$ cat src/sv/rbs_pkg.sv
`timescale 1ns / 1ps
// ----------------------------------------------------------------------------
// rbs_pkg
// Shared sizes, codes and control types of the red-black stencil solver.
// ----------------------------------------------------------------------------
package rbs_pkg;

  localparam int MAX_GRID = 64;
  localparam int COORD_W  = $clog2(MAX_GRID);
  localparam int AW       = 2 * COORD_W;
  localparam int DEPTH    = 1 << AW;
  localparam int NW       = COORD_W + 2;           // loop counters, may pass the edge
  localparam int XW       = (NW > 7) ? NW : 7;     // compare width for port values

  localparam int CELL_W = 24;
  localparam int ACC_W  = CELL_W + 2;
  localparam int ITER_W = 16;
  localparam int TOL_W  = 23;
  localparam int GS_W   = 7;
  localparam int ROW_W  = 6;
  localparam int OPC_W  = 2;
  localparam int CIDX_W = 2;
  localparam int CFG_W  = 23;

  typedef enum logic [OPC_W-1:0] {
    OP_LOAD  = 2'd0,
    OP_SOLVE = 2'd1,
    OP_READ  = 2'd2
  } op_t;

  typedef enum logic [CIDX_W-1:0] {
    CFG_GRID_SIZE = 2'd0,
    CFG_TOLERANCE = 2'd1,
    CFG_MAX_ITER  = 2'd2
  } cfg_idx_t;

  typedef enum logic [2:0] {
    ST_IDLE,
    ST_RD,
    ST_COPY,
    ST_ROW,
    ST_CELL,
    ST_ITER
  } state_t;

  // per-cell sequence: four neighbor reads, self read, finish
  typedef enum logic [2:0] {
    STP_UP,
    STP_LEFT,
    STP_RIGHT,
    STP_DOWN,
    STP_SELF,
    STP_FIN
  } step_t;

  typedef struct packed {
    logic [GS_W-1:0]   grid_size;
    logic [TOL_W-1:0]  tolerance;
    logic [ITER_W-1:0] max_iterations;
  } cfg_t;

  typedef struct packed {
    logic [AW-1:0]     rd_addr;
    logic              rd_new;
    logic              copy_rd;
    logic              wr_load;
    logic              acc_ld;
    logic              acc_add;
    logic              cell_fin;
    logic              max_clr;
    logic              swap;
    logic              rec;
    logic [ITER_W-1:0] it_val;
    logic              emit;
    logic              emit_rd;
    logic              rd_ok;
  } dp_cmd_t;

  typedef struct packed {
    logic gt_tol;
  } dp_stat_t;

  function automatic logic [AW-1:0] grid_addr(input logic [NW-1:0] r,
                                              input logic [NW-1:0] c);
    return {r[COORD_W-1:0], c[COORD_W-1:0]};
  endfunction

endpackage

$ cat src/sv/rbs_ctrl.sv
`timescale 1ns / 1ps
// ----------------------------------------------------------------------------
// rbs_ctrl
// Sequencer: decodes items, walks copy, red and black sweeps, ends solves.
// ----------------------------------------------------------------------------
module rbs_ctrl (
  input  logic                      clk,
  input  logic                      rst_n,
  input  logic                      start,
  output logic                      busy,
  input  logic [rbs_pkg::OPC_W-1:0] in_opcode,
  input  logic [rbs_pkg::ROW_W-1:0] in_row,
  input  logic [rbs_pkg::ROW_W-1:0] in_col,
  input  rbs_pkg::cfg_t             cfg,
  input  rbs_pkg::dp_stat_t         stat,
  output rbs_pkg::dp_cmd_t          cmd
);
  import rbs_pkg::*;

  state_t             state_r, state_nxt;
  step_t              step_r, step_nxt;
  logic [NW-1:0]      i_r, i_nxt;
  logic [NW-1:0]      j_r, j_nxt;
  logic               color_r, color_nxt;
  logic [AW-1:0]      c_r, c_nxt;
  logic [ITER_W-1:0]  it_r, it_nxt;
  logic               rd_ok_r, rd_ok_nxt;

  logic               accept;
  logic               in_grid;
  logic [XW-1:0]      gs;
  logic [NW-1:0]      n;
  logic [NW-1:0]      row_start;
  logic [ITER_W-1:0]  cap;
  logic               stop;

  assign busy   = (state_r != ST_IDLE);
  assign accept = start && !busy;
  assign in_grid = (XW'(in_row) < XW'(MAX_GRID)) && (XW'(in_col) < XW'(MAX_GRID));

  always_comb begin
    gs = XW'(cfg.grid_size);
    if (gs < XW'(3)) begin
      n = NW'(3);
    end else if (gs > XW'(MAX_GRID)) begin
      n = NW'(MAX_GRID);
    end else begin
      n = NW'(gs);
    end
  end

  // red starts on odd columns of odd rows, black on even ones
  assign row_start = (i_r[0] ^ color_r) ? NW'(1) : NW'(2);
  assign cap  = (cfg.max_iterations == '0) ? ITER_W'(1) : cfg.max_iterations;
  assign stop = !stat.gt_tol || (({1'b0, it_r} + 17'd1) >= {1'b0, cap});

  always_ff @(posedge clk) begin
    if (!rst_n) begin
      state_r <= ST_IDLE;
      step_r  <= STP_UP;
      i_r     <= '0;
      j_r     <= '0;
      color_r <= 1'b0;
      c_r     <= '0;
      it_r    <= '0;
      rd_ok_r <= 1'b0;
    end else begin
      state_r <= state_nxt;
      step_r  <= step_nxt;
      i_r     <= i_nxt;
      j_r     <= j_nxt;
      color_r <= color_nxt;
      c_r     <= c_nxt;
      it_r    <= it_nxt;
      rd_ok_r <= rd_ok_nxt;
    end
  end

  // next state and counters
  always_comb begin
    state_nxt = state_r;
    step_nxt  = step_r;
    i_nxt     = i_r;
    j_nxt     = j_r;
    color_nxt = color_r;
    c_nxt     = c_r;
    it_nxt    = it_r;
    rd_ok_nxt = rd_ok_r;
    case (state_r)
      ST_IDLE: begin
        if (accept) begin
          case (op_t'(in_opcode))
            OP_READ: begin
              state_nxt = ST_RD;
              rd_ok_nxt = in_grid;
            end
            OP_SOLVE: begin
              state_nxt = ST_COPY;
              c_nxt     = '0;
            end
            default: ;
          endcase
        end
      end
      ST_RD: state_nxt = ST_IDLE;
      ST_COPY: begin
        c_nxt = c_r + AW'(1);
        if (c_r == '1) begin
          state_nxt = ST_ROW;
          i_nxt     = NW'(1);
          color_nxt = 1'b0;
          it_nxt    = '0;
        end
      end
      ST_ROW: begin
        if (i_r + NW'(1) >= n) begin
          if (!color_r) begin
            color_nxt = 1'b1;
            i_nxt     = NW'(1);
          end else begin
            state_nxt = ST_ITER;
          end
        end else if (row_start + NW'(1) < n) begin
          j_nxt     = row_start;
          step_nxt  = STP_UP;
          state_nxt = ST_CELL;
        end else begin
          i_nxt = i_r + NW'(1);
        end
      end
      ST_CELL: begin
        if (step_r == STP_FIN) begin
          step_nxt = STP_UP;
          if (j_r + NW'(3) < n) begin
            j_nxt = j_r + NW'(2);
          end else begin
            i_nxt     = i_r + NW'(1);
            state_nxt = ST_ROW;
          end
        end else begin
          step_nxt = step_t'(step_r + 3'd1);
        end
      end
      ST_ITER: begin
        if (stop) begin
          state_nxt = ST_IDLE;
        end else begin
          it_nxt    = it_r + ITER_W'(1);
          i_nxt     = NW'(1);
          color_nxt = 1'b0;
          state_nxt = ST_ROW;
        end
      end
      default: state_nxt = ST_IDLE;
    endcase
  end

  // datapath commands
  always_comb begin
    cmd         = '0;
    cmd.rd_addr = grid_addr(NW'(in_row), NW'(in_col));
    cmd.it_val  = it_r + ITER_W'(1);
    cmd.rd_ok   = rd_ok_r;
    case (state_r)
      ST_IDLE: begin
        if (accept) begin
          case (op_t'(in_opcode))
            OP_LOAD: begin
              cmd.wr_load = in_grid;
              cmd.emit    = 1'b1;
            end
            OP_READ:  ;
            OP_SOLVE: ;
            default:  cmd.emit = 1'b1;
          endcase
        end
      end
      ST_RD: cmd.emit_rd = 1'b1;
      ST_COPY: begin
        cmd.rd_addr = c_r;
        cmd.copy_rd = 1'b1;
        cmd.max_clr = (c_r == '1);
      end
      ST_CELL: begin
        case (step_r)
          STP_UP: begin
            cmd.rd_addr = grid_addr(i_r - NW'(1), j_r);
            cmd.rd_new  = color_r;
          end
          STP_LEFT: begin
            cmd.rd_addr = grid_addr(i_r, j_r - NW'(1));
            cmd.rd_new  = color_r;
            cmd.acc_ld  = 1'b1;
          end
          STP_RIGHT: begin
            cmd.rd_addr = grid_addr(i_r, j_r + NW'(1));
            cmd.acc_add = 1'b1;
          end
          STP_DOWN: begin
            cmd.rd_addr = grid_addr(i_r + NW'(1), j_r);
            cmd.acc_add = 1'b1;
          end
          STP_SELF: begin
            cmd.rd_addr = grid_addr(i_r, j_r);
            cmd.acc_add = 1'b1;
          end
          STP_FIN: begin
            cmd.rd_addr  = grid_addr(i_r, j_r);
            cmd.cell_fin = 1'b1;
          end
          default: ;
        endcase
      end
      ST_ITER: begin
        cmd.swap = 1'b1;
        if (stop) begin
          cmd.rec  = 1'b1;
          cmd.emit = 1'b1;
        end else begin
          cmd.max_clr = 1'b1;
        end
      end
      default: ;
    endcase
  end

  a_read_waits: assert property (@(posedge clk) disable iff (!rst_n)
    (accept && (in_opcode == OP_READ)) |=> (state_r == ST_RD))
    else $error("read item did not enter read wait");

  a_cell_interior: assert property (@(posedge clk) disable iff (!rst_n)
    (state_r == ST_CELL) |-> ((i_r != '0) && (j_r != '0) &&
                              (i_r + NW'(1) < n) && (j_r + NW'(1) < n)))
    else $error("cell update outside the interior");

  a_copy_exit: assert property (@(posedge clk) disable iff (!rst_n)
    (state_r == ST_COPY) |=> ((state_r == ST_COPY) || (state_r == ST_ROW)))
    else $error("copy pass left early");

endmodule

$ cat config.mk
export PLATFORM = sky130hd
export DESIGN_NAME = rbs_ctrl
export DESIGN_NICKNAME = d
export VERILOG_FILES = /design/src/sv/rbs_pkg.sv /design/src/sv/rbs_ctrl.sv
export SDC_FILE = /design/constraint.sdc
export NUM_CORES = 1
export LEC_CHECK = 0
export ABC_AREA = 1
export BUFFER_PORTS_ARGS = -buffer_cell sky130_fd_sc_hd__buf_2
export CAP_MARGIN = 10
export CORE_UTILIZATION = 60
export DETAILED_ROUTE_END_ITERATION = 6
export GPL_TIMING_DRIVEN = 0
export MAX_ROUTING_LAYER = met4
export PLACE_DENSITY = 0.95
export SETUP_SLACK_MARGIN = 0.15
export SYNTH_ARGS = -nofsm -noshare
export SYNTH_HDL_FRONTEND = slang
export SYNTH_SLANG_ARGS = --single-unit
export TNS_END_PERCENT = 50
$ cat constraint.sdc
create_clock -name clk -period 6.3 [get_ports clk]
set_input_delay 0.945 -clock clk [delete_from_list [all_inputs] [get_ports clk]]
set_output_delay 0.945 -clock clk [all_outputs]
set_load 0.02 [all_outputs]
Word-level counts from Yosys, hierarchy flattened
Cells that the tools add are included.
{"block": "totals", "reg_bits": 52, "input_bits": 64, "out_inout_bits": 41, "elab_cells": 141}
{"block": "classes", "addsub": 11, "magnitude_cmp": 6, "eq_ne": 28, "mux": 61, "bitwise": 1, "reduce_logical": 26}
{"op": "$mux W8", "n": 11}
{"op": "$pmux W12 S5", "n": 1}
{"op": "$mux W16", "n": 3}
{"op": "$pmux W12 S2", "n": 2}
{"op": "$mux W3", "n": 11}
{"op": "$pmux W16 S2", "n": 1}
{"op": "$pmux W8 S4", "n": 1}
{"op": "$mux W12", "n": 2}
{"op": "$ne A2 B2 Y1 const B", "n": 9}
{"op": "$add A16 B1 Y17 const B", "n": 1}
{"op": "$ge A17 B16 Y1", "n": 1}
{"op": "$mux W1", "n": 17}
{"op": "$add A16 B1 Y16 const B", "n": 1}
{"op": "$add A8 B2 Y8 const B", "n": 2}
{"op": "$logic_not A16 Y1", "n": 1}
{"op": "$pmux W8 S2", "n": 1}
{"op": "$pmux W3 S5", "n": 1}
{"op": "$mux W7", "n": 2}
{"op": "$reduce_and A7 Y1", "n": 2}
{"op": "$add A12 B1 Y12 const B", "n": 1}
{"op": "$eq A12 B12 Y1 const B", "n": 1}
{"op": "$eq A3 B2 Y1 const B", "n": 4}
{"op": "$eq A3 B3 Y1 const B", "n": 4}
{"op": "$ne A3 B3 Y1 const B", "n": 4}
{"op": "33 further kinds", "n": 49}

Depth between registers and ports, before layout
Gate-level depths: netlist of run 1.
{"block": "depth", "ltp_word": 7, "mapped_depth": 24, "mapped_depth_nobuf": 23}

Least setup slack after synthesis of run 1
No wires, ideal clock.
{"block": "synth_timing", "path_kind": "register -> output", "from": "register it_r[0]", "to": "output port cmd[2] (netlist bit)", "t_arrival_ns": 2.954, "t_required_ns": 5.355, "setup_slack_ns": 2.401, "path_stages_with_launch": 17, "n_path_buf": 1, "path_cell_list": "dfxtp_1 -> nand3_1 -> nor2_1 -> inv_1 -> nor2_1 -> nand2_1 -> nor3_2 -> nand3_1 -> xnor2_1 -> ha_1 -> nand4_1 -> nor4_1 -> nand2_1 -> nand4_1 -> nand2_1 -> buf_4 -> o21ai_0"}
{"item": "start, declared", "line_no": "rbs_ctrl.sv:26", "rtl": "logic [ITER_W-1:0] it_r, it_nxt;"}
{"item": "start signal, assigned", "line_no": "rbs_ctrl.sv:74", "rtl": "it_r <= it_nxt;"}
{"item": "end, declared", "line_no": "rbs_ctrl.sv:16", "rtl": "output rbs_pkg::dp_cmd_t cmd"}

==> metrics.cfg, run 1 <==
[run_status]
status = finished clean

[route]
drc = 0
avgViaCountPerCell = 5.493
drt-initial-drc-count = 417
first_pass_iters = 5
wire_per_inst_um = 13.10
final_antenna_net_count = 0
vias = 5350
finalWirelength_um = 12760

[timing]
layout_setup_ws_ns = 1.782
setup_viol = 0
fin_crit_ns = 4.518
hold_violations = 0
fin_skew_ns = 0.01429
slew_viol_final = 0
fin_tns_setup_ns = 0
tightest_slew_ns = 0.7075
timing.hold.ws_ns = 0.4778
slew_headroom_pct = 52.66
rsz0062_at_grt = false
period_share_pct = 71.71
max_freq_mhz = 221.4

[logic_synthesis]
synth_edf_count = 0
synth_seq_cells = 52
synthesis.area_sq_mm = 0.004875
synth_cell_types = 43
synthArstFlopShare_pct = 0
seq_area_frac_synth_pct = 21.36
syn_area_per_cell_sq_um = 6.226
synth_area_leaders = dfxtp_1 21%, nand2_1 15%, ha_1 11%
synth_top_area_share_pct = 21.36
yosys.area.top_type = dfxtp_1
synth_flop_cell = dfxtp_1
syn_inst = 783
yosysWarnings = 0
syn-num-nets = 892

[clock_network]
cts_root_buf = clkbuf_8
cts_tree = yes
cts_buffer_depth = 2
clk_pin_slew_ns = 0.11
clk_latency_ns = 0.33
holdBufCountCts = 0
htree_levels = 2
cts_buffers = 5
clkSinkCount = 52
post_cts_buffers = 0
cts_resized = 0

[critical_path]
reg2reg_slack_ns = 2.92
worstPathArrival_ns = 3.57
crit_end = cmd[21]
critical_path.max_fanout = 10
cp-end-kind = primary output
crit_slowest_cell = dfxtp_1
regToRegEndpoint = it_r[9]
worstSetupStartpoint = it_r[0]
cp_cell_sequence = nand3_1, nor2_1, inv_1, nor2_1, nand2_1, nor3_2, nand3_1, xnor2_1, ha_1, nand2_1, nor2_1, nand4_1, nand3_1, a21oi_1, nand3_2, nand2_4, buf_2, buf_2
critPathMaxStageDelay_ns = 0.43
crit_type = register to primary output
crit_required_ns = 5.35
start_kind = register
r2r_cells = 19
reg2reg_from = it_r[0]

[global_routing]
grt_usage_pct = 31.56
grt_max_degree = 19
grt_overflow = 0
grt_pass1_vias = 4841
grt_pass1_wl_um = 21370
grt_antenna_before_repair = 0

[cells_and_area]
drive_gt1_share_pct = 14.33
finalCoreUtilization_pct = 70.50
area.growth.synth_to_final_pct = 12.91
fin_cells = 974
nNetsFinal = 980
ff_latch_area_sq_mm = 0.001041
fillers = 661
diodes = 0
multi_input_area_sq_mm = 0.003258

[floorplan]
die_y_um = 92.14
initial_utilization_pct = 62.44
row_count = 32
die_w_um = 92.14
io-pin-count = 105
die_area_sq_mm = 0.008489
core_sq_mm = 0.007807

[placement]
hpwlAfterDp_um = 10040
numPortBuffers = 81
place_inst = 966
pre_cts_slack_ns = 2.152
gp_congestion = 0.9163

[power_and_ir_drop]
p_per_area_mw_per_mm2 = 148.6
p_leak_nw = 2.720
worst_ir_drop_vdd_mv = 0.08124

[flow_run]
drv_cap = 0

[worst_hold_path]
hp-class = register to register
whs_path_depth = 2

-- area by class of cell --
type,instances,share of cell area (%)
Buffer,15,1.296
Clock buffer,5,1.250
Clock inverter,3,0.5001
Inverter,134,9.161
Multi-Input combinational cell,582,59.20
Sequential cell,52,18.91
Tap cell,102,2.319
Timing Repair Buffer,81,7.365
-- cell usage after synthesis, types with 2 or more instances --
cell type and n:
o2111ai_1 3, nand3_1 48, o21ai_0 26, buf_2 2, nor3_1 6, xor2_1 25, a211oi_1 2, a221oi_1 2
o221ai_1 7, nand2_2 5, and3_1 4, inv_1 126, ha_1 44, nor4_1 8, nand2_1 196, a21oi_1 58
nor2_4 4, clkbuf_1 9, buf_4 3, inv_2 7, nor3_2 3, nand3_4 2, nand4_1 20, nand3_2 5
xnor2_1 6, o21ai_1 4, dfxtp_1 52, nor2_1 85, o31ai_1 2, o211ai_1 6
-- report_power, final --
part	switching, mW	total, mW	leakage, nW	internal, mW
registers	0.0145	0.353	0.420	0.339
clock network	0.129	0.211	0.0463	0.0819
logic	0.166	0.253	2.25	0.0877
-- critical path, delay by kind of cell (launching register included) --
kind / cells / cell delay (ns)
flops: 1 / 0.43
compound gates: 1 / 0.17
buf+inv: 3 / 0.52
xor+xnor: 1 / 0.30
fa+ha+maj: 1 / 0.35
simple gates: 12 / 1.48
-- state kept, by name (all words and copies together), names as in the netlist --
signal / count
j_r: 8
i_r: 8
c_r: 12
rd_ok_r: 1
step_r: 3
color_r: 1
it_r: 16
state_r: 3
-- kinds of logic (layout without fill, tap and decap cells) --
kind of cell | Yosys count | after routing | share of synthesized area (%)
simple gates | 390 | 390 | 35.86
buf+inv | 149 | 238 | 11.81
compound gates | 116 | 116 | 13.71
flops | 52 | 52 | 21.36
fa+ha+maj | 45 | 45 | 11.70
xor+xnor | 31 | 31 | 5.570
-- layer usage --
metal	vias up	global-route usage (%)	share of wire (%)
li1	2716	-	-
met1	2371	38.33	43
met2	233	53.67	48
met3	30	4.229	7.5
met4	0	10.81	2.3
met5	-	-	0
-- metrics by stage --
stage	area, sq um	power (mW)
floorplan	4875	0.5302
global placement	5408	0.5978
detailed placement	5408	0.6040
CTS	5504	0.8125
global route	5504	0.8594
finish	5504	0.8178
-- worst min-delay path by stage --
stage	start	slack (ns)	end
after global placement	rd_ok_r	0.45	rd_ok_r
final	rd_ok_r	0.48	rd_ok_r
after global routing	rd_ok_r	0.50	rd_ok_r
after detailed placement	rd_ok_r	0.46	rd_ok_r
after CTS	rd_ok_r	0.47	rd_ok_r
after floorplan	rd_ok_r	0.43	rd_ok_r
-- cell usage in the layout (no fill, tap or decap), types with 2 or more instances in the layout --
cell type,count
a211oi_1,2
a21oi_1,58
a221oi_1,2
and3_1,4
buf_2,83
buf_4,3
clkbuf_1,9
clkbuf_8,5
dfxtp_1,52
ha_1,44
inv_1,126
inv_2,7
nand2_1,196
nand2_2,5
nand3_1,48
nand3_2,5
nand3_4,2
nand4_1,20
nor2_1,85
nor2_4,4
nor3_1,6
nor3_2,3
nor4_1,8
o2111ai_1,3
o211ai_1,6
o21ai_0,26
o21ai_1,4
o221ai_1,7
o31ai_1,2
xnor2_1,6
xor2_1,25
Power figures use the tool's default switching activity.
==> run 2: changes to the inputs <==
--- a/config.mk
+++ b/config.mk
@@ -5,14 +5,14 @@
 export SDC_FILE = /design/constraint.sdc
 export NUM_CORES = 1
 export LEC_CHECK = 0
-export ABC_AREA = 1
+export ABC_AREA = 0
 export BUFFER_PORTS_ARGS = -buffer_cell sky130_fd_sc_hd__buf_2
 export CAP_MARGIN = 10
-export CORE_UTILIZATION = 60
+export CORE_UTILIZATION = 50
 export DETAILED_ROUTE_END_ITERATION = 6
 export GPL_TIMING_DRIVEN = 0
 export MAX_ROUTING_LAYER = met4
-export PLACE_DENSITY = 0.95
+export PLACE_DENSITY = 0.89
 export SETUP_SLACK_MARGIN = 0.15
 export SYNTH_ARGS = -nofsm -noshare
 export SYNTH_HDL_FRONTEND = slang
==> constraint.sdc (replaced) <==
create_clock -name clk -period 3.69 [get_ports clk]
set_input_delay 0.5535 -clock clk [delete_from_list [all_inputs] [get_ports clk]]
set_output_delay 0.5535 -clock clk [all_outputs]
set_load 0.02 [all_outputs]
==> run 2 against run 1 <==
Compared with the run above:
- the flow now finishes with violations (design-rule violations, negative setup slack)
- global-route usage down 1.6 points
- register-to-register slack lost 2.9 ns
- final cell count fell by 14%
- sequential share of layout area down 0.62 points
- worst setup slack lost 1.8 ns
- core utilization down 3.6 points
- synthesized cell count shrank 22%
- highest routed layer unchanged
==> metrics.cfg, run 2 <==
[power_and_ir_drop]
combPwrFrac_pct = 32.9
swShare_pct = 36.66
intPower_mw = 0.8887
power.switching_mw = 0.5143
p_per_area_mw_per_mm2 = 238.0
worst_ir_drop_vdd_mv = 0.1889
power_frac_seq_pct = 41.1
clkPwrFrac_pct = 26.0
fin_total_pwr_mw = 1.403
p_leak_nw = 2.652

[timing]
layout_setup_ws_ns = -0.03064
slew_viol_final = 0
max_freq_mhz = 268.8
fin_crit_ns = 3.721
slew_headroom_pct = 46.98
period_share_pct = 100.8
tightest_slew_ns = 0.7892
setup_viol = 2
rsz0062_at_grt = true
fin_skew_ns = 0.01134
hold_violations = 0

[clock_network]
clk_latency_ns = 0.32
cts_root_buf = clkbuf_8
cts_buffer_depth = 2
cts_tree = yes
clkSinkCount = 52
cts_buffers = 5
holdBufCountCts = 0
clk_pin_slew_ns = 0.11
htree_levels = 2

[floorplan]
core_sq_mm = 0.008806
die_area_sq_mm = 0.009594
io-pin-count = 105
die_w_um = 97.95
initial_utilization_pct = 52.27
die_y_um = 97.95
row_count = 34

[cells_and_area]
diodes = 0
regMostFlops = it_r
nNetsFinal = 838
final_common_cell = buf_2
largest_reg_flops = 16
area.growth.synth_to_final_pct = 28.05
finalCoreUtilization_pct = 66.94
drive_gt1_share_pct = 29.73
final_cell_mix = 86 x buf_2, 68 x nor2_1, 47 x nand2_1, 41 x inv_1
biggestRegsByFlops = it_r (16), c_r (12)

[route]
wire_per_inst_um = 17.78
drt-initial-drc-count = 403
vias = 5300
final_antenna_net_count = 0
avgViaCountPerCell = 6.325
finalWirelength_um = 14900
drc = 10
first_pass_iters = 7

[run_status]
violations = design-rule violations, negative setup slack
status = complete, but fails checks

[logic_synthesis]
syn_inst = 611
ys_top_cells_by_count = 72 x nor2_1, 52 x dfxtp_1, 48 x nand2_1
synth_area_leaders = dfxtp_1 23%, ha_1 12%, nor2_1 5.9%
seq_area_frac_synth_pct = 22.61
yosysWarnings = 0
syn-num-nets = 720
synthesis.area_sq_mm = 0.004603
synth_top_area_share_pct = 22.61
synthArstFlopShare_pct = 0
synth_cell_types = 75
syn_area_per_cell_sq_um = 7.534
synth_flop_cell = dfxtp_1
synth_seq_cells = 52
synth_edf_count = 0
yosysMostFrequentCell = nor2_1
yosys.area.top_type = dfxtp_1

[worst_hold_path]
hold_path_startpoint = j_r[7]
whs_path_depth = 1
hp-class = register to register
hold_end = j_r[7]

[global_routing]
grt_max_degree = 17
grt_overflow = 0
grt_pass1_vias = 5091
grt_pass1_wl_um = 23040
grt_antenna_before_repair = 0
grt_usage_pct = 29.92

[placement]
gp_congestion = 0.9499
pre_cts_slack_ns = -0.5202
numPortBuffers = 81
hpwlAfterDp_um = 10500

[critical_path]
start_kind = register
r2r_cells = 17
critical_path.max_fanout = 4
reg2reg_slack_ns = 0.04
crit_slowest_cell = dfxtp_4
reg2reg_from = it_r[0]
cp_cell_sequence = and3_4, and3_4, buf_8, nand3_4, and2_4, or2_4, ha_4, nand3_2, or2_4, a311o_1, o2111a_2, a21oi_4, inv_2, buf_6
regToRegEndpoint = i_r[1]
crit_type = register to primary output
cp-end-kind = primary output
critPathMaxStageDelay_ns = 0.39
worstPathArrival_ns = 3.17
crit_required_ns = 3.14

[flow_run]
drv_cap = 0

[run 2: metrics by stage]
step	cell area [sq um]	instances	setup TNS (ns)	hold WS [ns]
after floorplan	4666	611	0	0.4380
after global placement	5206	800	-4.178	0.4574
after detailed placement	5206	800	-7.240	0.4748
after CTS	5600	826	-0.09688	0.4892
after global routing	5894	838	-0.4515	0.5188
final	5894	838	-0.03618	0.4929
[run 2: worst max path at each step]
stage | start | slack (ns) | to
after floorplan | it_r[4] | 0.14 | cmd[19]
after global routing | it_r[0] | -0.11 | cmd[21]
final | it_r[0] | -0.03 | cmd[21]
after CTS | it_r[0] | -0.04 | cmd[21]
after detailed placement | it_r[4] | -0.52 | it_r[11]
after global placement | it_r[4] | -0.37 | it_r[11]
[run 2: layer usage]
layer	global-route usage, %	wire length [um]
met1	33.11	5875
met2	53.20	7497
met3	4.009	923
met4	13.64	602
met5	-	0
[run 2: worst max-delay path, delay by kind of cell (launching register included)]
| kind | cells | cell delay [ns] |
|---|---|---|
| AO/OA/AOI/OAI | 3 | 0.65 |
| buffers and inverters | 3 | 0.29 |
| flip-flops | 1 | 0.39 |
| AND/OR/NAND/NOR | 7 | 1.26 |
| adder cells (fa/ha/maj) | 1 | 0.26 |
[run 2: cells by family (layout without fill, tap and decap cells)]
group	Yosys count	after routing	share of synthesized area [%]
multiplexers	2	2	0.4621
adder cells (fa/ha/maj)	45	45	12.39
AND/OR/NAND/NOR	242	242	27.32
AO/OA/AOI/OAI	160	160	23.62
flip-flops	52	52	22.61
XOR/XNOR	37	37	7.040
buffers and inverters	73	192	6.550
[run 2: power groups by stage]
| stage | Combinational (mW) | Clock (mW) | Sequential [mW] |
|---|---|---|---|
| global route | 0.497 | 0.387 | 0.578 |
| floorplan | 0.288 | 0 | 0.592 |
| CTS | 0.427 | 0.367 | 0.580 |
| global placement | 0.400 | 0 | 0.595 |
| detailed placement | 0.417 | 0 | 0.596 |
| finish | 0.462 | 0.365 | 0.576 |
[run 2: repair_timing]
item / 4_1_cts / 5_1_grt
pin swaps: 11 / 20
resized for setup: 43 / 57
setup endpoints to repair: 33 / 45
buffers inserted: 18 / 12
[run 2: area by class of cell]
cell class | instances | area [sq um]
clock inverter | 2 | 15.01
inverter | 44 | 165.2
buffer | 29 | 165.2
clock buffer | 6 | 82.58
sequential | 52 | 1079
timing repair buffer | 111 | 649.4
multi-input combinational | 486 | 3603
tap | 108 | 135.1
fill | 729 | 2912
